`src/design/tmcv_pkg.sv`:
```
// Shared constants, codes and types for the text-mode character video core.
// Used by every module of the core and by its checker; depends on nothing.
package tmcv_pkg;

    // Text geometry
    localparam int TEXT_COLS   = 64;
    localparam int TEXT_ROWS   = 28;
    localparam int CELL_WIDTH  = 6;
    localparam int CELL_HEIGHT = 10;
    localparam int GLYPH_LINES = 8;

    localparam int TEXT_W = TEXT_COLS * CELL_WIDTH;
    localparam int TEXT_H = TEXT_ROWS * CELL_HEIGHT;

    // Border frame: text area offset and extra size
    localparam int BORDER_X       = 1;
    localparam int BORDER_Y       = 3;
    localparam int BORDER_EXTRA_W = 33;
    localparam int BORDER_EXTRA_H = 8;

    // Memories
    localparam int VRAM_DEPTH = 2048;
    localparam int GRAM_DEPTH = 1024;
    localparam int VADDR_W    = $clog2(VRAM_DEPTH);
    localparam int GADDR_W    = $clog2(GRAM_DEPTH);

    // Field widths
    localparam int FUNC_W = 2;
    localparam int ADDR_W = 11;
    localparam int DATA_W = 8;
    localparam int POS_W  = 9;

    // Text counter widths
    localparam int PX_W   = $clog2(CELL_WIDTH);
    localparam int COL_W  = $clog2(TEXT_COLS);
    localparam int LINE_W = $clog2(CELL_HEIGHT);
    localparam int ROW_W  = $clog2(TEXT_ROWS);

    // Character byte fields
    localparam logic [DATA_W-1:0] CHAR_MASK     = 8'h7f;
    localparam int                UNDERLINE_BIT = 7;

    // Request function codes
    localparam logic [FUNC_W-1:0] FUNC_VRAM_WR = 2'd0;
    localparam logic [FUNC_W-1:0] FUNC_GRAM_WR = 2'd1;
    localparam logic [FUNC_W-1:0] FUNC_TICK    = 2'd2;
    localparam logic [FUNC_W-1:0] FUNC_NONE    = 2'd3;

    // Queue between front and back
    localparam int Q_DEPTH = 4;
    localparam int Q_PTR_W = $clog2(Q_DEPTH);
    localparam int Q_CNT_W = $clog2(Q_DEPTH + 1);

    // Pixel information that travels with a tick
    typedef struct packed {
        logic [POS_W-1:0]  pos_x;
        logic [POS_W-1:0]  pos_y;
        logic              frame_end;
        logic              in_text;
        logic [LINE_W-1:0] line;
        logic [PX_W-1:0]   px;
        logic              col_last;
    } meta_t;

    // One classified request
    typedef struct packed {
        logic [FUNC_W-1:0]  func;
        logic [ADDR_W-1:0]  addr;
        logic [DATA_W-1:0]  data;
        logic [VADDR_W-1:0] cell_idx;
        meta_t              meta;
    } item_t;

endpackage

```
`src/design/tmcv_queue.sv`:
```
// Short FIFO of classified requests between front and back.
// Depends on tmcv_pkg.
module tmcv_queue (
    input  logic             clk,
    input  logic             rst_n,
    input  logic             push,
    input  tmcv_pkg::item_t  push_item,
    input  logic             pop,
    output tmcv_pkg::item_t  head,
    output logic             empty,
    output logic             full
);

    tmcv_pkg::item_t                slot_reg [tmcv_pkg::Q_DEPTH];
    logic [tmcv_pkg::Q_PTR_W-1:0]   wr_ptr_reg, rd_ptr_reg;
    logic [tmcv_pkg::Q_CNT_W-1:0]   count_reg;

    assign empty = (count_reg == '0);
    assign full  = (count_reg == tmcv_pkg::Q_CNT_W'(tmcv_pkg::Q_DEPTH));
    assign head  = slot_reg[rd_ptr_reg];

    always_ff @(posedge clk)
    begin
        if (push)
            slot_reg[wr_ptr_reg] <= push_item;
    end

    always_ff @(posedge clk or negedge rst_n)
    begin
        if (!rst_n)
        begin
            wr_ptr_reg <= '0;
            rd_ptr_reg <= '0;
            count_reg  <= '0;
        end
        else
        begin
            if (push)
                wr_ptr_reg <= wr_ptr_reg + 1'b1;
            if (pop)
                rd_ptr_reg <= rd_ptr_reg + 1'b1;
            if (push && !pop)
                count_reg <= count_reg + 1'b1;
            else if (pop && !push)
                count_reg <= count_reg - 1'b1;
        end
    end

endmodule

```
`config.mk`:
```
export PLATFORM = sky130hd
export DESIGN_NAME = tmcv_queue
export DESIGN_NICKNAME = d
export VERILOG_FILES = /design/src/design/tmcv_pkg.sv /design/src/design/tmcv_queue.sv
export SDC_FILE = /design/constraint.sdc
export NUM_CORES = 1
export LEC_CHECK = 0
export BUFFER_PORTS_ARGS = -buffer_cell sky130_fd_sc_hd__buf_2
export CELL_PAD_IN_SITES_DETAIL_PLACEMENT = 1
export CELL_PAD_IN_SITES_GLOBAL_PLACEMENT = 1
export CORE_MARGIN = 3
export CORE_UTILIZATION = 50
export CTS_CLUSTER_DIAMETER = 100
export DETAILED_ROUTE_END_ITERATION = 8
export GPL_TIMING_DRIVEN = 0
export PLACE_DENSITY = 0.8
export SLEW_MARGIN = 20
export SYNTH_ARGS = -nofsm -noshare
export SYNTH_HDL_FRONTEND = slang
export SYNTH_SLANG_ARGS = --single-unit
```
`constraint.sdc`:
```
create_clock -name clk -period 2.73 [get_ports clk]
set_input_delay 0.273 -clock clk [delete_from_list [all_inputs] [get_ports clk]]
set_output_delay 0.273 -clock clk [all_outputs]
set_load 0.01 [all_outputs]
```
### After elaboration in Yosys (flattened, before gate mapping)

Memories as Yosys holds them, arrays and structs flattened.
Index checks and enable logic that the tools add are counted.

* add/sub/neg operators: 4
* equality and inequality tests: 1
* div/mod/pow operators: 0
* shift-type cells: 0
* muxes and demuxes: 4
* $mul: 0
* $lt $le $gt $ge: 0
* reduce and logical (&&, ||, !) cells: 6
* bitwise logic cells: 0

Operators with widths (number)
* 3-bit two-way mux: 2
* 2-bit by 1-bit adder with 2-bit output (second input constant): 2
* 3-bit by 1-bit adder with 3-bit output (second input constant): 1
* 3-bit equality test (second input constant): 1
* 3-bit logical NOT: 1
* 3-bit by 1-bit subtractor with 3-bit output (second input constant): 1
* 1-bit logical AND: 2
* 1-bit logical NOT: 2
* 1-bit two-way mux: 2
* 2-bit nonzero test: 1

* memories: 1
* word-level logic and storage cells: 19
* bits in latches: 0
* output and inout bits: 62
* bits in read-only memories: 0
* memory bits (writable): 240
* register bits after elaboration: 7

Memory list
* slot_reg: depth 4, width 60, read ports 1, clocked after Yosys merged registers in 0, write ports 1, RTL line tmcv_queue.sv:14 `tmcv_pkg::item_t slot_reg [tmcv_pkg::Q_DEPTH];`

### Longest topological paths before layout

* depth in word-level cells: 4
* mapped depth: 7

### Least setup slack after synthesis

OpenSTA, ideal clock, no wires.

* path type: reg2reg
* start point: reg wr_ptr_reg[0] (netlist name)
* end point: mem slot_reg[2][0] (netlist name) (enable)
* stages on the path, launching flop included: 4
* required time: 2306 ps
* buffers on the path: 0
* library setup time: 424 ps
* setup slack: 275 ps
* arrival: 2031 ps
* period minus slack after synthesis: 2455 ps
* path through: dfrtp_1 inv_1 ha_1 and2_1

RTL lines
* start, declared: RTL line tmcv_queue.sv:15 `logic [tmcv_pkg::Q_PTR_W-1:0] wr_ptr_reg, rd_ptr_reg;`
* start signal, assigned: RTL line tmcv_queue.sv:39 `wr_ptr_reg <= wr_ptr_reg + 1'b1;`
* end, declared: RTL line tmcv_queue.sv:14

Straight into the memory's write port.

==> impl_metrics.py <==
metrics = {
    "hold_path": {
        "hp-class": "input port to flop",
        "hold-path-endpoint": "slot_reg[0][12]$_DFFE_PP_",
        "min_from": "push_item[12]",
        "min_path_cells": 1,
    },
    "worst_setup_path": {
        "r2r_start": "wr_ptr_reg[0]$_DFFE_PN0P_",
        "crit_required_ps": 2460,
        "critPathMaxStageDelay_ps": 380,
        "cp_slowest_cell": "mux4_2",
        "path_max_fanout": 10,
        "endpoint_kind": "primary output",
        "cp.arrival_ps": 2060,
        "worstReg2RegEnd": "slot_reg[2][20]$_DFFE_PP_",
        "path_cells": "clkbuf_1, buf_2, mux4_2, buf_2",
        "cpMostUsedCell": "buf_2",
        "critPathLaunchType": "flop",
        "criticalPathCategory": "flop to primary output",
        "reg2regPathDepth": 4,
        "ff2ff_setup_slack_ps": 900,
    },
    "cells_and_area": {
        "area_growth_pct": 27.1,
        "antenna_cells": 0,
        "fin_nets": 636,
        "largest_reg_flops": 240,
        "num-fill-cells": 1426,
        "drive_gt1_frac": 0.412,
    },
    "sta": {
        "slew_violations": 0,
        "fin_crit_ps": 2340,
        "grt_setup_unrepaired": "no",
        "slew_headroom": 0.665,
        "fin_ws_ps": 395,
        "hold-worst-slack_ps": 29.8,
        "finalCritPeriodShare": 0.855,
        "worstMarginPinSlew_ps": 503,
        "hold_viol": 0,
        "max_freq_mhz": 428,
        "setup_viol": 0,
        "fin_worst_skew_ps": 9.05,
    },
    "power_and_ir_drop": {
        "pwr-share-seq": 0.419,
        "internal_power_mw": 8.89,
        "power_switching_mw": 3.42,
        "power.share.clock": 0.285,
        "ir_worst_vdd_v": 0.000658,
        "p_comb_frac": 0.296,
        "p_per_area_nw_per_um2": 1060,
        "leakagePower_nw": 4.09,
        "switching_share": 0.278,
    },
    "clock_tree": {
        "htree_levels": 1,
        "ctsLongestPathBuffers": 3,
        "path_clk_slew_ps": 60,
        "post-cts-setup-buffers": 0,
        "numCtsBuffers": 26,
        "cts-resized-gates": 0,
        "cts-root-buf": "clkbuf_16",
        "worstSkewPairLatency_ps": 500,
        "cts_tree": "yes",
        "cts_sinks": 247,
    },
    "detailed_routing": {
        "viasPerCell": 5.39,
        "drc": 0,
        "dr.pass1.iters": 4,
        "totalWireLength_um": 18200,
        "drt_iter0_markers": 213,
        "num_vias": 4354,
        "wl_per_cell_um": 22.6,
        "ant_nets": 0,
    },
    "die": {
        "core_um2": 17600,
        "start_util": 0.518,
        "dieWidth_um": 141,
        "die_area_um2": 19900,
        "placementRows": 48,
        "io_pins": 126,
        "die_h_um": 141,
    },
    "synthesis": {
        "yosys.area.top_type": "edfxtp_1",
        "ys_warn_count": 0,
        "yosysTopAreaCellShare": 0.790,
        "ys_types": 20,
        "syn_avg_cell_area_um2": 26.2,
        "synth_common_cells": "240 x edfxtp_1, 58 x mux4_2, 7 x dfrtp_1, 6 x buf_12, 6 x buf_2",
        "yosysMostFrequentCell": "edfxtp_1",
        "synth_edf_count": 240,
        "synth_seq_cells": 247,
        "synth_cells": 348,
        "syn_nets": 418,
        "ys.flop_type": "edfxtp_1",
        "yosys-top-cells-area": "edfxtp_1 79%, mux4_2 14%, dfrtp_1 1.9%, buf_12 1.3%, ha_1 0.69%",
        "async_reset_ff_frac": 0.0283,
        "netlist_area_um2": 9120,
        "ys_seq_area_frac": 0.809,
    },
    "placement": {
        "post-place-ws_ps": 878,
        "globalplace.congestion": 0.716,
        "portBuffers": 125,
        "hpwlAfterDp_um": 11000,
    },
    "run": {
        "drv_cap": 0,
    },
    "global_routing": {
        "grt_usage": 0.189,
        "grt_pass1_vias": 5025,
        "antenna_found_initial": 0,
        "grt_pass1_wl_um": 28900,
        "grt_max_degree": 35,
        "gr-total-overflow": 0,
    },
    "status": {
        "outcome": "complete, no violations",
    },
}
final cells by class:
class | instances | area (µm²) | area share
Sequential cell | 247 | 7380 | 0.637
Buffer | 14 | 165 | 0.0143
Tap cell | 225 | 282 | 0.0243
Clock buffer | 30 | 687 | 0.0593
Inverter | 4 | 15.0 | 0.00130
Timing Repair Buffer | 190 | 1320 | 0.114
Clock inverter | 15 | 173 | 0.0149
Multi-Input combinational cell | 83 | 1570 | 0.135
power groups by stage:
stage               logic [mW]  clock network [mW]  registers (mW)
floorplan                 2.33                   0            5.19
global placement          3.48                   0            5.25
detailed placement        3.64                   0            5.24
CTS                       3.72                3.58            5.16
global route              3.95                3.77            5.21
finish                    3.64                3.51            5.16
metal layers:
| layer | track usage | share of wire | routed length (µm) | up-vias |
|---|---|---|---|---|
| met5 | 0 | 0 | 0 | - |
| met4 | 0.0372 | 0.013 | 231 | 0 |
| met3 | 0.0377 | 0.058 | 1060 | 22 |
| met2 | 0.340 | 0.54 | 9820 | 147 |
| met1 | 0.241 | 0.39 | 7140 | 2267 |
| li1 | - | - | - | 1918 |
worst max-delay path: cells and delay by family, from the launching register on:
kind,cells,cell delay [ps]
flip-flops,1,330
multiplexers,1,380
buffers and inverters,3,840
worst max path at each step:
stage / startpoint / end / slack, ps / cells past startpoint
after floorplan: wr_ptr_reg[0]$_DFFE_PN0P_ / slot_reg[2][0]$_DFFE_PP_ / 270 / 3
after global placement: wr_ptr_reg[0]$_DFFE_PN0P_ / slot_reg[2][9]$_DFFE_PP_ / -820 / 3
after detailed placement: rd_ptr_reg[1]$_DFFE_PN0P_ / head[17] / 880 / 4
after CTS: rd_ptr_reg[1]$_DFFE_PN0P_ / head[17] / 320 / 4
after global routing: rd_ptr_reg[1]$_DFFE_PN0P_ / head[17] / 280 / 4
final: rd_ptr_reg[1]$_DFFE_PN0P_ / head[38] / 390 / 4
cells in the final DEF (no fill, tap or decap), drive strengths merged:
cell type | netlist | layout
nor2 | 1 | 1
and2 | 4 | 4
clkbuf | 1 | 31
clkinv | 0 | 10
buf | 13 | 142
nand2 | 2 | 2
inv | 4 | 5
xnor2 | 2 | 2
nor3b | 1 | 1
nor3 | 1 | 1
bufinv | 0 | 4
xor2 | 4 | 4
o21ai | 1 | 1
mux4 | 60 | 60
ha | 5 | 5
dfrtp | 7 | 7
fa | 1 | 1
edfxtp | 240 | 240
mux2 | 1 | 1
dlygate4sd3 | 0 | 61
through the flow:
stage | total power, mW | util | setup TNS (ps) | cells | instance area (µm²)
detailed placement | 8.87 | 0.575 | 0 | 702 | 10100
finish | 12.3 | 0.659 | 0 | 808 | 11600
global placement | 8.72 | 0.570 | -186640 | 698 | 10000
global route | 12.9 | 0.659 | 0 | 808 | 11600
floorplan | 7.52 | - | 0 | 348 | 9120
CTS | 12.5 | 0.659 | 0 | 808 | 11600
cell families (layout without fill, tap and decap cells):
kind of cell | Yosys count | count (layout) | synth area share
compound gates | 1 | 1 | 0.000548
xor+xnor | 6 | 6 | 0.00576
fa+ha+maj | 6 | 6 | 0.00905
buf+inv | 18 | 253 | 0.0198
flops | 247 | 247 | 0.809
mux | 61 | 61 | 0.150
simple gates | 9 | 9 | 0.00535
timing repair:
item,CTS,global route
endpoints found under the hold margin,242,0
hold buffers,61,0
endpoints found under the setup margin,0,0
No activity file was read; power rests on OpenSTA's default activity.
