### src/design/tmcv_pkg.sv
// Shared constants, codes and types for the text-mode character video core.
// Used by every module of the core and by its checker; depends on nothing.
package tmcv_pkg;

    // Text geometry
    localparam int TEXT_COLS   = 64;
    localparam int TEXT_ROWS   = 28;
    localparam int CELL_WIDTH  = 6;
    localparam int CELL_HEIGHT = 10;
    localparam int GLYPH_LINES = 8;

    localparam int TEXT_W = TEXT_COLS * CELL_WIDTH;
    localparam int TEXT_H = TEXT_ROWS * CELL_HEIGHT;

    // Border frame: text area offset and extra size
    localparam int BORDER_X       = 1;
    localparam int BORDER_Y       = 3;
    localparam int BORDER_EXTRA_W = 33;
    localparam int BORDER_EXTRA_H = 8;

    // Memories
    localparam int VRAM_DEPTH = 2048;
    localparam int GRAM_DEPTH = 1024;
    localparam int VADDR_W    = $clog2(VRAM_DEPTH);
    localparam int GADDR_W    = $clog2(GRAM_DEPTH);

    // Field widths
    localparam int FUNC_W = 2;
    localparam int ADDR_W = 11;
    localparam int DATA_W = 8;
    localparam int POS_W  = 9;

    // Text counter widths
    localparam int PX_W   = $clog2(CELL_WIDTH);
    localparam int COL_W  = $clog2(TEXT_COLS);
    localparam int LINE_W = $clog2(CELL_HEIGHT);
    localparam int ROW_W  = $clog2(TEXT_ROWS);

    // Character byte fields
    localparam logic [DATA_W-1:0] CHAR_MASK     = 8'h7f;
    localparam int                UNDERLINE_BIT = 7;

    // Request function codes
    localparam logic [FUNC_W-1:0] FUNC_VRAM_WR = 2'd0;
    localparam logic [FUNC_W-1:0] FUNC_GRAM_WR = 2'd1;
    localparam logic [FUNC_W-1:0] FUNC_TICK    = 2'd2;
    localparam logic [FUNC_W-1:0] FUNC_NONE    = 2'd3;

    // Queue between front and back
    localparam int Q_DEPTH = 4;
    localparam int Q_PTR_W = $clog2(Q_DEPTH);
    localparam int Q_CNT_W = $clog2(Q_DEPTH + 1);

    // Pixel information that travels with a tick
    typedef struct packed {
        logic [POS_W-1:0]  pos_x;
        logic [POS_W-1:0]  pos_y;
        logic              frame_end;
        logic              in_text;
        logic [LINE_W-1:0] line;
        logic [PX_W-1:0]   px;
        logic              col_last;
    } meta_t;

    // One classified request
    typedef struct packed {
        logic [FUNC_W-1:0]  func;
        logic [ADDR_W-1:0]  addr;
        logic [DATA_W-1:0]  data;
        logic [VADDR_W-1:0] cell_idx;
        meta_t              meta;
    } item_t;

endpackage

### src/design/tmcv_front.sv
// Front part: raster tracking and classification of incoming requests.
// Depends on tmcv_pkg; feeds tmcv_queue.
module tmcv_front (
    input  logic                         clk,
    input  logic                         rst_n,
    input  logic                         cfg_wr,
    input  logic                         cfg_border,
    input  logic                         accept,
    input  logic [tmcv_pkg::FUNC_W-1:0]  func,
    input  logic [tmcv_pkg::ADDR_W-1:0]  addr,
    input  logic [tmcv_pkg::DATA_W-1:0]  data,
    output logic                         push,
    output tmcv_pkg::item_t              item
);

    logic                           border_reg;
    logic [tmcv_pkg::POS_W-1:0]     x_reg, x_next;
    logic [tmcv_pkg::POS_W-1:0]     y_reg, y_next;
    logic [tmcv_pkg::PX_W-1:0]      px_reg, px_next;
    logic [tmcv_pkg::COL_W-1:0]     col_reg, col_next;
    logic [tmcv_pkg::LINE_W-1:0]    line_reg, line_next;
    logic [tmcv_pkg::ROW_W-1:0]     row_reg, row_next;

    logic [tmcv_pkg::POS_W:0]       x_lo, x_hi, y_lo, y_hi;
    logic [tmcv_pkg::POS_W-1:0]     w_last, h_last;
    logic                           x_in, y_in, last_x, last_y, tick;

    always_comb
    begin
        x_lo   = border_reg ? (tmcv_pkg::POS_W+1)'(tmcv_pkg::BORDER_X) : '0;
        y_lo   = border_reg ? (tmcv_pkg::POS_W+1)'(tmcv_pkg::BORDER_Y) : '0;
        x_hi   = x_lo + (tmcv_pkg::POS_W+1)'(tmcv_pkg::TEXT_W);
        y_hi   = y_lo + (tmcv_pkg::POS_W+1)'(tmcv_pkg::TEXT_H);
        w_last = border_reg ?
                 tmcv_pkg::POS_W'(tmcv_pkg::TEXT_W + tmcv_pkg::BORDER_EXTRA_W - 1) :
                 tmcv_pkg::POS_W'(tmcv_pkg::TEXT_W - 1);
        h_last = border_reg ?
                 tmcv_pkg::POS_W'(tmcv_pkg::TEXT_H + tmcv_pkg::BORDER_EXTRA_H - 1) :
                 tmcv_pkg::POS_W'(tmcv_pkg::TEXT_H - 1);
        x_in   = ({1'b0, x_reg} >= x_lo) && ({1'b0, x_reg} < x_hi);
        y_in   = ({1'b0, y_reg} >= y_lo) && ({1'b0, y_reg} < y_hi);
        last_x = (x_reg == w_last);
        last_y = (y_reg == h_last);
        tick   = accept && (func == tmcv_pkg::FUNC_TICK);
    end

    // Raster advance after each tick
    always_comb
    begin
        x_next    = x_reg;
        y_next    = y_reg;
        px_next   = px_reg;
        col_next  = col_reg;
        line_next = line_reg;
        row_next  = row_reg;
        if (tick)
        begin
            if (last_x)
            begin
                x_next   = '0;
                px_next  = '0;
                col_next = '0;
                if (last_y)
                begin
                    y_next    = '0;
                    line_next = '0;
                    row_next  = '0;
                end
                else
                begin
                    y_next = y_reg + 1'b1;
                    if (y_in)
                    begin
                        if (line_reg == tmcv_pkg::LINE_W'(tmcv_pkg::CELL_HEIGHT - 1))
                        begin
                            line_next = '0;
                            row_next  = row_reg + 1'b1;
                        end
                        else
                        begin
                            line_next = line_reg + 1'b1;
                        end
                    end
                end
            end
            else
            begin
                x_next = x_reg + 1'b1;
                if (x_in)
                begin
                    if (px_reg == tmcv_pkg::PX_W'(tmcv_pkg::CELL_WIDTH - 1))
                    begin
                        px_next  = '0;
                        col_next = col_reg + 1'b1;
                    end
                    else
                    begin
                        px_next = px_reg + 1'b1;
                    end
                end
            end
        end
    end

    always_ff @(posedge clk or negedge rst_n)
    begin
        if (!rst_n)
        begin
            border_reg <= 1'b0;
            x_reg      <= '0;
            y_reg      <= '0;
            px_reg     <= '0;
            col_reg    <= '0;
            line_reg   <= '0;
            row_reg    <= '0;
        end
        else if (cfg_wr)
        begin
            // restart the raster on a mode change
            border_reg <= cfg_border;
            x_reg      <= '0;
            y_reg      <= '0;
            px_reg     <= '0;
            col_reg    <= '0;
            line_reg   <= '0;
            row_reg    <= '0;
        end
        else
        begin
            x_reg    <= x_next;
            y_reg    <= y_next;
            px_reg   <= px_next;
            col_reg  <= col_next;
            line_reg <= line_next;
            row_reg  <= row_next;
        end
    end

    // Drop the unused function code here
    assign push = accept && (func != tmcv_pkg::FUNC_NONE);

    always_comb
    begin
        item.func           = func;
        item.addr           = addr;
        item.data           = data;
        item.cell_idx       = tmcv_pkg::VADDR_W'(32'(row_reg) * tmcv_pkg::TEXT_COLS
                                                 + 32'(col_reg));
        item.meta.pos_x     = x_reg;
        item.meta.pos_y     = y_reg;
        item.meta.frame_end = last_x && last_y;
        item.meta.in_text   = x_in && y_in;
        item.meta.line      = line_reg;
        item.meta.px        = px_reg;
        item.meta.col_last  = (col_reg == tmcv_pkg::COL_W'(tmcv_pkg::TEXT_COLS - 1));
    end

endmodule

### config.mk
export PLATFORM = sky130hd
export DESIGN_NAME = tmcv_front
export DESIGN_NICKNAME = d
export VERILOG_FILES = /design/src/design/tmcv_pkg.sv /design/src/design/tmcv_front.sv
export SDC_FILE = /design/constraint.sdc
export NUM_CORES = 1
export LEC_CHECK = 0
export ABC_AREA = 1
export BUFFER_PORTS_ARGS = -buffer_cell sky130_fd_sc_hd__buf_2
export CORE_AREA = 2 2 73 75
export CTS_BUF_LIST = sky130_fd_sc_hd__clkbuf_4 sky130_fd_sc_hd__clkbuf_8 sky130_fd_sc_hd__clkbuf_16
export DETAILED_ROUTE_END_ITERATION = 7
export DIE_AREA = 0 0 75 77
export PLACE_DENSITY = 0.84
export SYNTH_ARGS = -nofsm -noshare
export SYNTH_HDL_FRONTEND = slang
export SYNTH_SLANG_ARGS = --single-unit
### constraint.sdc
create_clock -name clk -period 5.1 [get_ports clk]
set_input_delay 0 -clock clk [delete_from_list [all_inputs] [get_ports clk]]
set_output_delay 0 -clock clk [all_outputs]
set_load 0.03 [all_outputs]
Word level (Yosys, flattened, before mapping)
Index checks and enable logic that the tools add are counted.
{ "word_totals": {"reg_bits": 37, "inputBits": 26, "output_inout_bits": 61, "wordCells": 77} }
{ "op_classes": {"add_sub_neg": 9, "n_lt_le_gt_ge": 4, "eq_ne": 7, "muxes": 33, "reduce_logical": 17} }
{ "op_table": {"columns": ["op", "n"], "rows": [
  ["$mux W9", 7],
  ["$mux W5", 6],
  ["$mux W6", 5],
  ["$mux W4", 7],
  ["$lt A9 B10 Y1", 2],
  ["$add A9 B1 Y9 const B", 2],
  ["$eq A9 B9 Y1", 2],
  ["$mux W3", 5],
  ["$reduce_bool A3 Y1", 4],
  ["$add A11 B6 Y11", 1],
  ["$add A1 B9 Y10 const B", 1],
  ["$add A2 B9 Y10 const B", 1],
  ["$ge A9 B1 Y1", 1],
  ["$ge A9 B2 Y1", 1],
  ["$mux W8", 1],
  ["$add A6 B1 Y6 const B", 1],
  ["$eq A6 B6 Y1 const B", 1],
  ["$logic_and A1 B1 Y1", 6],
  ["$reduce_and A3 Y1", 2],
  ["$add A5 B1 Y5 const B", 1],
  ["$add A4 B1 Y4 const B", 1],
  ["$eq A4 B4 Y1 const B", 1],
  ["$reduce_and A2 Y1", 2],
  ["$reduce_and A4 Y1", 1],
  ["7 further kinds", 8]
]} }

Depth between registers and ports, before layout
Gate-level depths: netlist (run 1).
{ "logic_depth": {"word_depth": 9, "ltp_mapped": 12, "ltp_nobuf": 12} }

Least setup slack after synthesis (run 1)
OpenSTA, ideal clock, no wires.
{ "synth_timing": {"path_type": "register to register", "startpoint": "reg x_reg[0] in the netlist's numbering", "endpoint": "reg col_reg[4] in the netlist's numbering", "setup_ns": 0.119, "arrival_ns": 1.870, "required_time_ns": 4.981, "path_slack_ns": 3.111, "stages_incl_launch_ff": 9, "n_path_buf": 0, "synth_period_minus_slack_ns": 1.989, "path_cell_list": "dfrtp_1 > inv_1 > ha_1 > nor3_1 > nand3_2 > nand3_1 > nand3_1 > nand2_1 > nand2_1"} }
{ "synth_via": {"elab_chain_cells": 4, "elab_cells_between_ends": 10, "cone_classes": "order compare: 2; eq/ne: 1; mux: 3; reduce/logical: 4"} }
{ "synth_lines": {"columns": ["element", "line_no", "text"], "rows": [
  ["start, declared", "tmcv_front.sv:17", "logic [tmcv_pkg::POS_W-1:0] x_reg, x_next;"],
  ["start signal, assigned", "tmcv_front.sv:130", "x_reg <= x_next;"],
  ["$lt A9 B10 Y1, or another cell as far along", "tmcv_front.sv:40", "x_in = ({1'b0, x_reg} >= x_lo) && ({1'b0, x_reg} < x_hi);"],
  ["$logic_and A1 B1 Y1 or $mux W6 (tied branches)", "tmcv_front.sv:40, tmcv_front.sv:58", null],
  ["$reduce_bool A3 Y1 (no source line) or $mux W6 (tied branches)", null, null],
  ["$reduce_and A3 Y1 (no source line) or $mux W6 (tied branches)", null, null],
  ["end signal, assigned", "tmcv_front.sv:133", "col_reg <= col_next;"],
  ["end, declared", "tmcv_front.sv:20", "logic [tmcv_pkg::COL_W-1:0] col_reg, col_next;"]
]} }
Several ways; a longest one is shown, not always the timed one. The select of a mux whose other input is x is not followed.
A chain may end at the register's enable or synchronous reset.

Final worst setup path (run 1)
{ "layout_timing": {"startpoint": "reg border_reg", "endpoint": "reg row_reg[4] in the netlist's numbering"} }
{ "layout_via": {"elab_chain_cells": 6, "elab_cells_between_ends": 17, "cone_classes": "add/sub: 1; order compare: 2; eq/ne: 2; mux: 7; reduce/logical: 5"} }
{ "layout_lines": {"columns": ["element", "line_no", "text"], "rows": [
  ["start, declared", "tmcv_front.sv:16", "logic border_reg;"],
  ["start signal, assigned", "tmcv_front.sv:120", "border_reg <= cfg_border;"],
  ["$mux W2 or $mux W4 (tied branches)", "tmcv_front.sv:31, tmcv_front.sv:37", null],
  ["$add A2 B9 Y10 or $eq A9 B9 Y1 (tied branches)", "tmcv_front.sv:33, tmcv_front.sv:43", null],
  ["$lt A9 B10 Y1 or $mux W5 (tied branches)", "tmcv_front.sv:41, tmcv_front.sv:63", null],
  ["$logic_and A1 B1 Y1 or $mux W5 (tied branches)", "tmcv_front.sv:41, tmcv_front.sv:58", null],
  ["$reduce_bool A3 Y1 (no source line) or $mux W5 (tied branches)", null, null],
  ["$reduce_and A4 Y1 (no source line) or $mux W5 (tied branches)", null, null],
  ["end signal, assigned", "tmcv_front.sv:135", "row_reg <= row_next;"],
  ["end, declared", "tmcv_front.sv:22", "logic [tmcv_pkg::ROW_W-1:0] row_reg, row_next;"]
]} }
Several ways; a longest one is shown, not always the timed one. The select of a mux whose other input is x is not followed.

==> results of run 1 <==
[logic make-up (layout without fill, tap and decap cells)]
| logic type | count (synthesis) | in the layout | share of synthesized area (%) |
|---|---|---|---|
| simple gates | 218 | 218 | 34.4 |
| xor+xnor | 22 | 22 | 7.18 |
| fa+ha+maj | 9 | 9 | 4.20 |
| compound gates | 31 | 31 | 6.53 |
| buf+inv | 70 | 99 | 13.2 |
| flops | 37 | 37 | 34.5 |
[per-stage QoR]
step                      total power (W)  cell area, µm²  std cells  worst slack [ns]
after floorplan                  0.000655            2680        387              3.11
after global placement           0.000707            2820        477              2.92
after detailed placement         0.000719            2820        477              2.81
after CTS                        0.000936            2930        486              2.81
after global routing             0.000997            2930        486              2.50
final                            0.000930            2930        486              2.80
[path summary, 6_finish.rpt]
kind	start	to	slack, ns	cells after the start
setup / recovery	border_reg	row_reg[4]	2.80	7
hold / removal	data[1]	item[40]	0.00001	0
setup reg to reg	border_reg	row_reg[4]	2.80	7
hold reg to reg	col_reg[1]	col_reg[1]	0.54	2
max in group asynchronous	rst_n	col_reg[5]	4.22	2
min in group asynchronous	rst_n	y_reg[8]	0.34	2
[layout by cell type, fill, tap and decap left out, drive strengths merged]
master / n
clkbuf: 7
ha: 9
dfrtp: 37
nand2: 109
nand3: 42
a21oi: 6
nand4: 9
nand3b: 1
nor3: 3
o2bb2ai: 1
xnor2: 4
o21bai: 2
dlygate4sd3: 2
xor2: 18
inv: 42
or2: 2
o21ai: 22
nor2: 52
buf: 48
[layout make-up]
cell class / instances / area, µm² / share of cell area (%)
well taps: 70 / 87.6 / 2.99
clock buffers: 7 / 90.1 / 3.08
inverters: 42 / 158 / 5.39
repair buffers: 50 / 260 / 8.90
multi-input cells: 280 / 1400 / 48.0
flip-flops and latches: 37 / 926 / 31.7
[per-layer routing]
layer	vias to the layer above	part of all wire, %
li1	1259	-
met4	0	0.95
met5	-	0
met3	6	5.0
met2	55	51
met1	1191	43
[power groups by stage]
stage / sequential (W) / combinational, W / clock (W)
after global routing: 0.000403 / 0.000361 / 0.000234
after floorplan: 0.000468 / 0.000188 / 0
after detailed placement: 0.000399 / 0.000321 / 0
after CTS: 0.000394 / 0.000323 / 0.000219
after global placement: 0.000396 / 0.000311 / 0
final: 0.000394 / 0.000321 / 0.000215
[timing repair]
action	4_1_cts	5_1_grt
resized for setup	0	0
hold buffers	2	0
setup endpoints to repair	0	0
endpoints found under the hold margin	38	0
==> impl_metrics.csv, run 1 <==
group,metric,value,unit
yosys,syn_area,2680,µm²
sta,relSlewSlack,43.9,%
pwr,p_int,0.000551,W
sta,fin_crit,2.30,ns
yosys,syn_area_per_cell,6.93,µm²
placement,dp_hpwl,4470,µm
yosys,yosys-top-cells-area,"dfrtp_1 (35%), nand2_1 (15%), nand3_1 (7.6%)",
setup_path,critical-path-top-delay-family,"simple AND/OR/NAND/NOR gates",
final_layout,fillers,477,
sta,slew_violations,0,
setup_path,crit_top_cell,"nand2_1",
global_routing,grt_max_degree,38,
pwr,p_comb_share,34.5,%
pwr,ir_worst_vdd,0.188,mV
yosys,syn-num-nets,422,
clock_tree,cts_tree,"yes",
setup_path,required,5.27,ns
clock_tree,numCtsBuffers,5,
drt,drt-initial-drc-count,137,
clock_tree,cts_buffer_depth,2,
setup_path,critPathSlowestCell,"dfrtp_1",
pwr,p_leak,1.61,nW
yosys,synth_warnings,0,
yosys,synth_edf_count,0,
job,cap_viol_max_count,0,
setup_path,cp-end-kind,"flip-flop",
yosys,synth_most_common_cell,"nand2_1",
clock_tree,h-tree-depth,2,
clock_tree,clockRootBuffer,"clkbuf_8",
final_layout,drive_gt1_share,15.4,%
yosys,yosysSeqAreaShare,34.5,%
floorplan,die-area,5780,µm²
yosys,synthArstFlopShare,100,%
clock_tree,clkSinkCount,37,
global_routing,grt.total_usage,22.8,%
yosys,synth_top_area_share,34.5,%
yosys,synth_ff_type,"dfrtp_1",
clock_tree,insertion_delay,0.28,ns
pwr,pwr_density_cell,318,nW/µm²
setup_path,max_stage_delay,0.67,ns
global_routing,gr-usage-met1,29.3,%
yosys,yosys_register_bits,37,
sta,max_freq,435,MHz
floorplan,die_h,77,µm
yosys,yosysUniqueCellTypes,23,
sta,finalSetupTns,0,ns
global_routing,use_met3,5.39,%
final_layout,layout.nets,451,
global_routing,grt_most_used_layer,"met2",
final_layout,utilization,58.8,%
floorplan,design.core.area,4980,µm²
drt,antenna_left,0,
placement,io_buffer_count,48,
clock_tree,post-cts-setup-buffers,0,
sta,fin_skew,0.00296,ns
setup_path,crit_type,"flip-flop to flip-flop",
sta,finalHoldViolations,0,
final_layout,antenna_cells,0,
sta,tightest_slew,0.841,ns
floorplan,initial_core_util,53.9,%
yosys,yosysTopAreaCell,"dfrtp_1",
drt,vias,2511,
setup_path,worstSetupStartpointType,"flip-flop",
final_layout,area_growth,9.05,%
global_routing,antenna_found_initial,0,
global_routing,grt_pass1_vias,2364,
sta,timing.final.crit_share,45.1,%
pwr,sw_frac_of_total,40.8,%
yosys,synthTopCellsByCount,"nand2_1 (104), nor2_1 (52), inv_1 (42), nand3_1 (41), dfrtp_1 (37)",
floorplan,num_rows,26,
floorplan,io_pins,87,
setup_path,crit_buf_inv,0,
global_routing,grt_pass1_wl,10500,µm
floorplan,die_w,75,µm
sta,rsz0062_at_grt,"no",
clock_tree,clk_pin_slew,0.07,ns
setup_path,crit_chain,"ha_1 -> nor3_1 -> nand3_2 -> o21bai_4 -> nand3_1 -> nand2_1 -> nand2_1",
pwr,p_clk_share,23.1,%
setup_path,arrival,2.47,ns
pwr,p_sw,0.000379,W
drt,viasPerCell,5.17,
drt,wl_per_cell,12.5,µm
yosys,syn_inst,387,
global_routing,grt-ovfl-total,0,
drt,wirelength,6080,µm
outcome,status,"finished, final reports clean",
global_routing,met2_usage,37.5,%
min_path,worstHoldPathType,"input pin to output pin",
sta,finalSetupViolCount,0,
drt,dr.pass1.iters,6,
sta,holdWs,0.0000105,ns
setup_path,path_max_fanout,17,
pwr,seqPwrFrac,42.4,%
drt,drc,0,
placement,place.gp.congestion,0.870,
(Power assumes the default switching activity.)
==> run 2, diff against run 1 <==
--- a/config.mk
+++ b/config.mk
@@ -7,11 +7,11 @@
 export LEC_CHECK = 0
 export ABC_AREA = 1
 export BUFFER_PORTS_ARGS = -buffer_cell sky130_fd_sc_hd__buf_2
-export CORE_AREA = 2 2 73 75
+export CORE_AREA = 2 2 76 78
 export CTS_BUF_LIST = sky130_fd_sc_hd__clkbuf_4 sky130_fd_sc_hd__clkbuf_8 sky130_fd_sc_hd__clkbuf_16
 export DETAILED_ROUTE_END_ITERATION = 7
-export DIE_AREA = 0 0 75 77
-export PLACE_DENSITY = 0.84
+export DIE_AREA = 0 0 78 80
+export PLACE_DENSITY = 0.78
 export SYNTH_ARGS = -nofsm -noshare
 export SYNTH_HDL_FRONTEND = slang
 export SYNTH_SLANG_ARGS = --single-unit
==> constraint.sdc (replaced) <==
create_clock -name clk -period 2.3 [get_ports clk]
set_input_delay 0 -clock clk [delete_from_list [all_inputs] [get_ports clk]]
set_output_delay 0 -clock clk [all_outputs]
set_load 0.03 [all_outputs]
==> run 2 against run 1 <==
Against the previous run: worst setup slack worse by 2.6 ns; global-route usage is 1.7 points lower; critical path depth up 3; clock power increased by 120%; register-to-register slack got worse by 2.6 ns; sequential power increased by 120%; critical endpoint is now row_reg[2].
==> impl_metrics.csv, run 2 (synthesized netlist as in run 1, its figures left out) <==
group,metric,value,unit
job,cap_viol_max_count,0,
global_routing,grt_pass1_vias,2344,
sta,rsz0062_at_grt,"no",
global_routing,grt_max_degree,38,
setup_path,reg2reg_slack,0.19,ns
clock_tree,numCtsBuffers,5,
drt,drc,0,
final_layout,layout_commonest_cell,"nand2_1",
sta,fin_crit,2.11,ns
final_layout,antenna_cells,0,
final_layout,fillers,516,
setup_path,crit_top_cell,"nand3_1",
setup_path,rr_worst_depth,10,
setup_path,crit-reg2reg-launch,"border_reg",
setup_path,crit_type,"flip-flop to flip-flop",
floorplan,io_pins,87,
drt,drt-initial-drc-count,150,
sta,finalHoldViolations,0,
placement,pre_cts_ws,0.208,ns
setup_path,reg2reg_to,"row_reg[2]",
floorplan,initial_core_util,49.6,%
global_routing,grt_pass1_wl,10600,µm
floorplan,design.core.area,5410,µm²
placement,post-place-cells,483,
setup_path,critical-path-top-delay-family,"simple AND/OR/NAND/NOR gates",
sta,fin_skew,0.00825,ns
pwr,ir_worst_vdd,0.419,mV
final_layout,design_area,2960,µm²
sta,max_freq,474,MHz
floorplan,die-area,6240,µm²
floorplan,num_rows,27,
global_routing,grt-ovfl-total,0,
setup_path,worstSetupStartpointType,"flip-flop",
sta,fin_ws,0.190,ns
floorplan,die_h,80,µm
clock_tree,h-tree-depth,2,
drt,viasPerCell,5.16,
pwr,total_power,0.00206,W
final_layout,drive_gt1_share,16.4,%
min_path,holdPathEnd,"item[54]",
outcome,status,"finished, final reports clean",
placement,place.gp.congestion,0.848,
floorplan,die_w,78,µm
sta,tightest_slew,0.849,ns
final_layout,stdcell_count,493,
setup_path,path_max_fanout,8,
sta,finalSetupTns,0,ns
sta,relSlewSlack,43.4,%
min_path,worstHoldStart,"addr[7]",
setup_path,required,2.54,ns
setup_path,crit_buf_inv,2,
sta,finalSetupViolCount,0,
clock_tree,clkSinkCount,37,
min_path,min_delay_path_depth,0,
setup_path,max_stage_delay,0.51,ns
final_layout,layout.nets,455,
min_path,worstHoldPathType,"input pin to output pin",
clock_tree,clk_pin_slew,0.08,ns
global_routing,grt.total_usage,21.1,%
drt,vias,2542,
placement,dp_hpwl,4610,µm
clock_tree,cts_buffer_depth,2,
pwr,pwr_density_cell,697,nW/µm²
sta,slew_violations,0,
drt,wirelength,6300,µm
setup_path,crit_chain,"inv_1 -> ha_1 -> nand2_1 -> inv_1 -> nand3_1 -> nand3_1 -> nand3_1 -> o21ai_0 -> nand3_1 -> nand2_1",
global_routing,antenna_found_initial,0,
setup_path,critPathSlowestCell,"dfrtp_1",
final_layout,area_growth,10.3,%
clock_tree,insertion_delay,0.30,ns
setup_path,arrival,2.35,ns
final_layout,final_cell_mix,"nand2_1 (104), nor2_1 (52), buf_2 (48), inv_1 (42), nand3_1 (41)",
placement,io_buffer_count,48,
drt,wl_per_cell,12.8,µm
drt,antenna_left,0,
clock_tree,cts_tree,"yes",
placement,placed_area,2850,µm²
clock_tree,clockRootBuffer,"clkbuf_8",
drt,dr.pass1.iters,4,
pwr,p_leak,1.63,nW
sta,timing.final.crit_share,91.7,%
setup_path,cp-end-kind,"flip-flop",
run 2: cell types whose count changed in the layout (fill, tap and decap cells not counted), sizes merged:
cell | before | now
clkbuf | 7 | 5
clkinv | 0 | 2
clkinvlp | 0 | 1
buf | 48 | 52
run 2: per-layer routing:
metal | share of wire (%) | GRT usage (%)
met5 | 0 | 0
met4 | 1.0 | 5.96
met3 | 6.5 | 3.85
met2 | 48 | 36.9
met1 | 44 | 26.7
run 2: what timing repair did:
| action | in CTS | in global routing |
|---|---|---|
| resized for setup | 0 | 1 |
| setup buffers | 0 | 0 |
| endpoints found under the setup margin | 0 | 3 |
| hold buffers | 2 | 0 |
| endpoints found under the hold margin | 38 | 0 |
run 2: worst register-to-register path, stage by stage, from the launching register on:
cell and delay (ns):
dfrtp_1 0.51, inv_1 0.16, ha_1 0.32, nand2_1 0.05, inv_1 0.04, nand3_1 0.06, nand3_1 0.09, nand3_1 0.12
o21ai_0 0.47, nand3_1 0.14, nand2_1 0.10
run 2: how the worst max path moves through the flow:
stage | startpoint | to | slack [ns] | depth (start not counted)
5_1_grt | border_reg | row_reg[3] | 0.01 | 10
3_3_place_gp | x_reg[0] | px_reg[1] | 0.28 | 8
6_report | border_reg | row_reg[2] | 0.19 | 10
2_1_floorplan | x_reg[0] | col_reg[4] | 0.31 | 8
3_5_place_dp | border_reg | row_reg[2] | 0.21 | 10
4_1_cts | x_reg[0] | col_reg[4] | 0.19 | 9
run 2: through the flow:
step | util [%] | hold WS [ns]
6_report | 54.7 | 0.0000116
4_1_cts | 54.7 | 0.000205
3_3_place_gp | 52.7 | 0.000205
2_1_floorplan | - | -0.296
3_5_place_dp | 52.7 | 0.000205
5_1_grt | 54.7 | 0.0000481
run 2: cell type report:
class                   instances  area (µm²)  area share (%)
multi-input cells             280        1410            47.6
flip-flops and latches         37         926            31.3
repair buffers                 54         290            9.81
inverters                      42         158            5.33
well taps                      72        90.1            3.04
clock buffers                   5        68.8            2.33
clock inverters                 3        17.5           0.592
run 2: report_power, final:
group          internal, W  leakage, nW  switching (W)  total [W]
sequential        0.000740        0.500       0.000132   0.000872
clock             0.000209       0.0439       0.000255   0.000464
combinational     0.000239         1.08       0.000486   0.000725
total              0.00119         1.63       0.000873    0.00206
==> run 3, diff against run 2 <==
--- a/config.mk
+++ b/config.mk
@@ -5,13 +5,12 @@
 export SDC_FILE = /design/constraint.sdc
 export NUM_CORES = 1
 export LEC_CHECK = 0
-export ABC_AREA = 1
 export BUFFER_PORTS_ARGS = -buffer_cell sky130_fd_sc_hd__buf_2
-export CORE_AREA = 2 2 76 78
+export CORE_AREA = 2 2 73 75
 export CTS_BUF_LIST = sky130_fd_sc_hd__clkbuf_4 sky130_fd_sc_hd__clkbuf_8 sky130_fd_sc_hd__clkbuf_16
 export DETAILED_ROUTE_END_ITERATION = 7
-export DIE_AREA = 0 0 78 80
-export PLACE_DENSITY = 0.78
+export DIE_AREA = 0 0 75 77
+export PLACE_DENSITY = 0.79
 export SYNTH_ARGS = -nofsm -noshare
 export SYNTH_HDL_FRONTEND = slang
 export SYNTH_SLANG_ARGS = --single-unit
==> run 3 against run 2 <==
Against the previous run: flip-flop and latch count stayed put; highest routed layer unchanged; routed wire length grew 3.0%; clock skew rose by 0.0010 ns; core utilization is 8.3 points higher; clock power is 31% higher; first-iteration DRC count rose by 5.3%; combinational power fell by 56%; critical path depth is 3 lower; sequential share of layout area fell by 1.4 points; the run now ends with setup timing left; maximum frequency fell by 8.5%; global-route usage increased by 2.0 points; sequential power fell by 18%.
==> impl_metrics.csv, run 3 <==
group,metric,value,unit
clock_tree,numCtsBuffers,5,
floorplan,io_pins,87,
global_routing,grt_max_degree,38,
drt,wirelength,6490,µm
floorplan,die_h,77,µm
yosys,synthTopCellsByCount,"dfrtp_1 (37), nand2_1 (25), o21ai_0 (23)",
sta,rsz0062_at_grt,"yes",
clock_tree,cts_tree,"yes",
pwr,p_leak,1.45,nW
yosys,synth_top_family_by_area,"simple AND/OR/NAND/NOR gates",
clock_tree,h-tree-depth,2,
setup_path,required,2.52,ns
sta,fin_ws,-0.00620,ns
placement,dp_hpwl,4450,µm
setup_path,path_max_fanout,4,
clock_tree,insertion_delay,0.29,ns
setup_path,rr_worst_depth,7,
yosys,syn-num-nets,317,
yosys,synth_most_common_cell,"dfrtp_1",
clock_tree,cts_buffer_depth,2,
clock_tree,clk_pin_slew,0.08,ns
floorplan,die_w,75,µm
pwr,ir_worst_vdd,0.322,mV
setup_path,crit-reg2reg-launch,"border_reg",
min_path,worstHoldStart,"data[0]",
sta,finalHoldViolations,0,
setup_path,crit_type,"flip-flop to flip-flop",
job,cap_viol_max_count,0,
yosys,synthArstFlopShare,100,%
drt,drc,0,
sta,relSlewSlack,43.1,%
drt,wl_per_cell,15.6,µm
min_path,worstHoldPathType,"input pin to output pin",
pwr,pwr_density_cell,522,nW/µm²
drt,antenna_left,0,
setup_path,reg2reg_to,"line_reg[1]",
setup_path,worstSetupStartpointType,"flip-flop",
setup_path,cp-end-kind,"flip-flop",
outcome,status,"finished with violations",
drt,dr.pass1.iters,4,
drt,vias,2350,
global_routing,antenna_found_initial,0,
clock_tree,clockRootBuffer,"clkbuf_8",
placement,io_buffer_count,48,
sta,fin_crit,2.31,ns
final_layout,final_cell_mix,"buf_2 (48), buf_4 (33), dfrtp_1 (28), nand2_1 (24)",
setup_path,arrival,2.53,ns
sta,max_freq,434,MHz
global_routing,grt-ovfl-total,0,
global_routing,grt_pass1_wl,10600,µm
setup_path,reg2reg_slack,-0.006,ns
sta,finalSetupViolCount,2,
outcome,violations,"setup timing",
final_layout,area_growth,28.8,%
yosys,syn_inst,282,
min_path,min_delay_path_depth,0,
final_layout,drive_gt1_share,38.6,%
sta,fin_skew,0.00928,ns
yosys,syn_area_per_cell,8.63,µm²
yosys,synth_ff_type,"dfrtp_1",
yosys,synth-simple-area-share,24.7,%
final_layout,layout_commonest_cell,"buf_2",
clock_tree,clkSinkCount,37,
yosys,yosysSeqAreaShare,38.0,%
sta,holdWs,0.0000106,ns
yosys,yosys-top-cells-area,"dfrtp_1 (38%), buf_4 (6.5%), o21ai_0 (4.7%)",
yosys,synth_edf_count,0,
yosys,synth_fa_ha_area_share,4.63,%
yosys,synth-xor-area-share,3.24,%
final_layout,antenna_cells,0,
floorplan,num_rows,26,
sta,tightest_slew,0.853,ns
yosys,synth_warnings,0,
floorplan,initial_core_util,48.9,%
sta,timing.final.crit_share,100,%
sta,slew_violations,0,
yosys,synth_top_area_share,38.0,%
drt,drt-initial-drc-count,158,
yosys,yosysUniqueCellTypes,51,
floorplan,die-area,5780,µm²
global_routing,grt.total_usage,23.1,%
placement,place.gp.congestion,0.952,
yosys,syn_area,2430,µm²
yosys,synth-compound-area-share,18.8,%
yosys,yosys_register_bits,37,
min_path,holdPathEnd,"item[39]",
placement,pre_cts_ws,0.00338,ns
global_routing,grt_pass1_vias,2304,
yosys,yosysTopAreaCell,"dfrtp_1",
floorplan,design.core.area,4980,µm²
drt,viasPerCell,5.66,
yosys,muxShareOfSynthArea,1.29,%
final_layout,layout.nets,379,
-- run 3: cell count changes after synthesis, sizes merged, moves of 6 or more --
cell,previous run,this run
nand3,42,16
nor2,52,21
inv,42,7
xor2,18,8
nor3,3,9
nand2,109,25
clkbuf,2,11
nand4,9,3
or4,0,7
a21oi,6,22
-- run 3: report_power, final --
group,switching (W),internal (W)
registers,0.0000364,0.000675
clock network,0.000241,0.000366
logic,0.000195,0.000122
-- run 3: cell type report --
class | count | area [µm²]
Fill cell | 416 | 1840
Clock inverter | 1 | 30.0
Multi-Input combinational cell | 206 | 1410
Clock buffer | 7 | 90.1
Sequential cell | 37 | 937
Timing Repair Buffer | 87 | 553
Tap cell | 70 | 87.6
Inverter | 7 | 26.3
-- run 3: kinds of logic after synthesis --
| logic type | Yosys count |
|---|---|
| simple gates | 113 |
| compound gates | 72 |
| buf+inv | 39 |
| flops | 37 |
| xor+xnor | 9 |
| fa+ha+maj | 9 |
| mux | 3 |
-- run 3: per-stage QoR --
stage,instances,instance area (µm²),util (%),power [W],setup TNS [ns]
after floorplan,282,2470,-,0.000956,0
final,415,3140,63.0,0.00164,-0.00992
after global placement,397,2810,56.5,0.000988,0
after detailed placement,397,2810,56.5,0.000999,0
after global routing,415,3140,63.0,0.00171,-0.363
after CTS,412,3000,60.4,0.00161,0
-- run 3: what timing repair did --
action                     CTS  global route
setup endpoints to repair    2            19
pin swaps                    4            12
setup buffers                5             3
gates cloned                 0             0
gates resized for setup      3            32
hold buffers                 2             0
hold endpoints to repair    38             0
-- run 3: worst max-delay path, cell delays in order (launching register included) --
cell	delay [ns]
dfrtp_1	0.44
buf_6	0.14
or4b_4	0.55
a211oi_4	0.35
buf_6	0.17
o21ai_4	0.06
or3_4	0.41
o21ai_2	0.12
-- run 3: worst max-delay path by stage --
stage / startpoint / to / slack (ns) / depth (start not counted)
floorplan: x_reg[1] / row_reg[0] / 0.00008 / 7
global placement: y_reg[1] / row_reg[4] / 0.08 / 7
detailed placement: border_reg / row_reg[3] / 0.003 / 8
CTS: x_reg[0] / col_reg[3] / 0.003 / 8
global route: border_reg / line_reg[1] / -0.07 / 7
finish: border_reg / line_reg[1] / -0.006 / 7
-- run 3: routing by layer --
metal	GRT usage, %	wire [µm]	vias to the layer above	part of all wire (%)
met5	0	0	-	0
met4	8.21	99	0	1.5
met3	4.73	382	15	5.9
met2	36.5	3160	94	49
met1	31.0	2850	1115	44
li1	-	-	1126	-
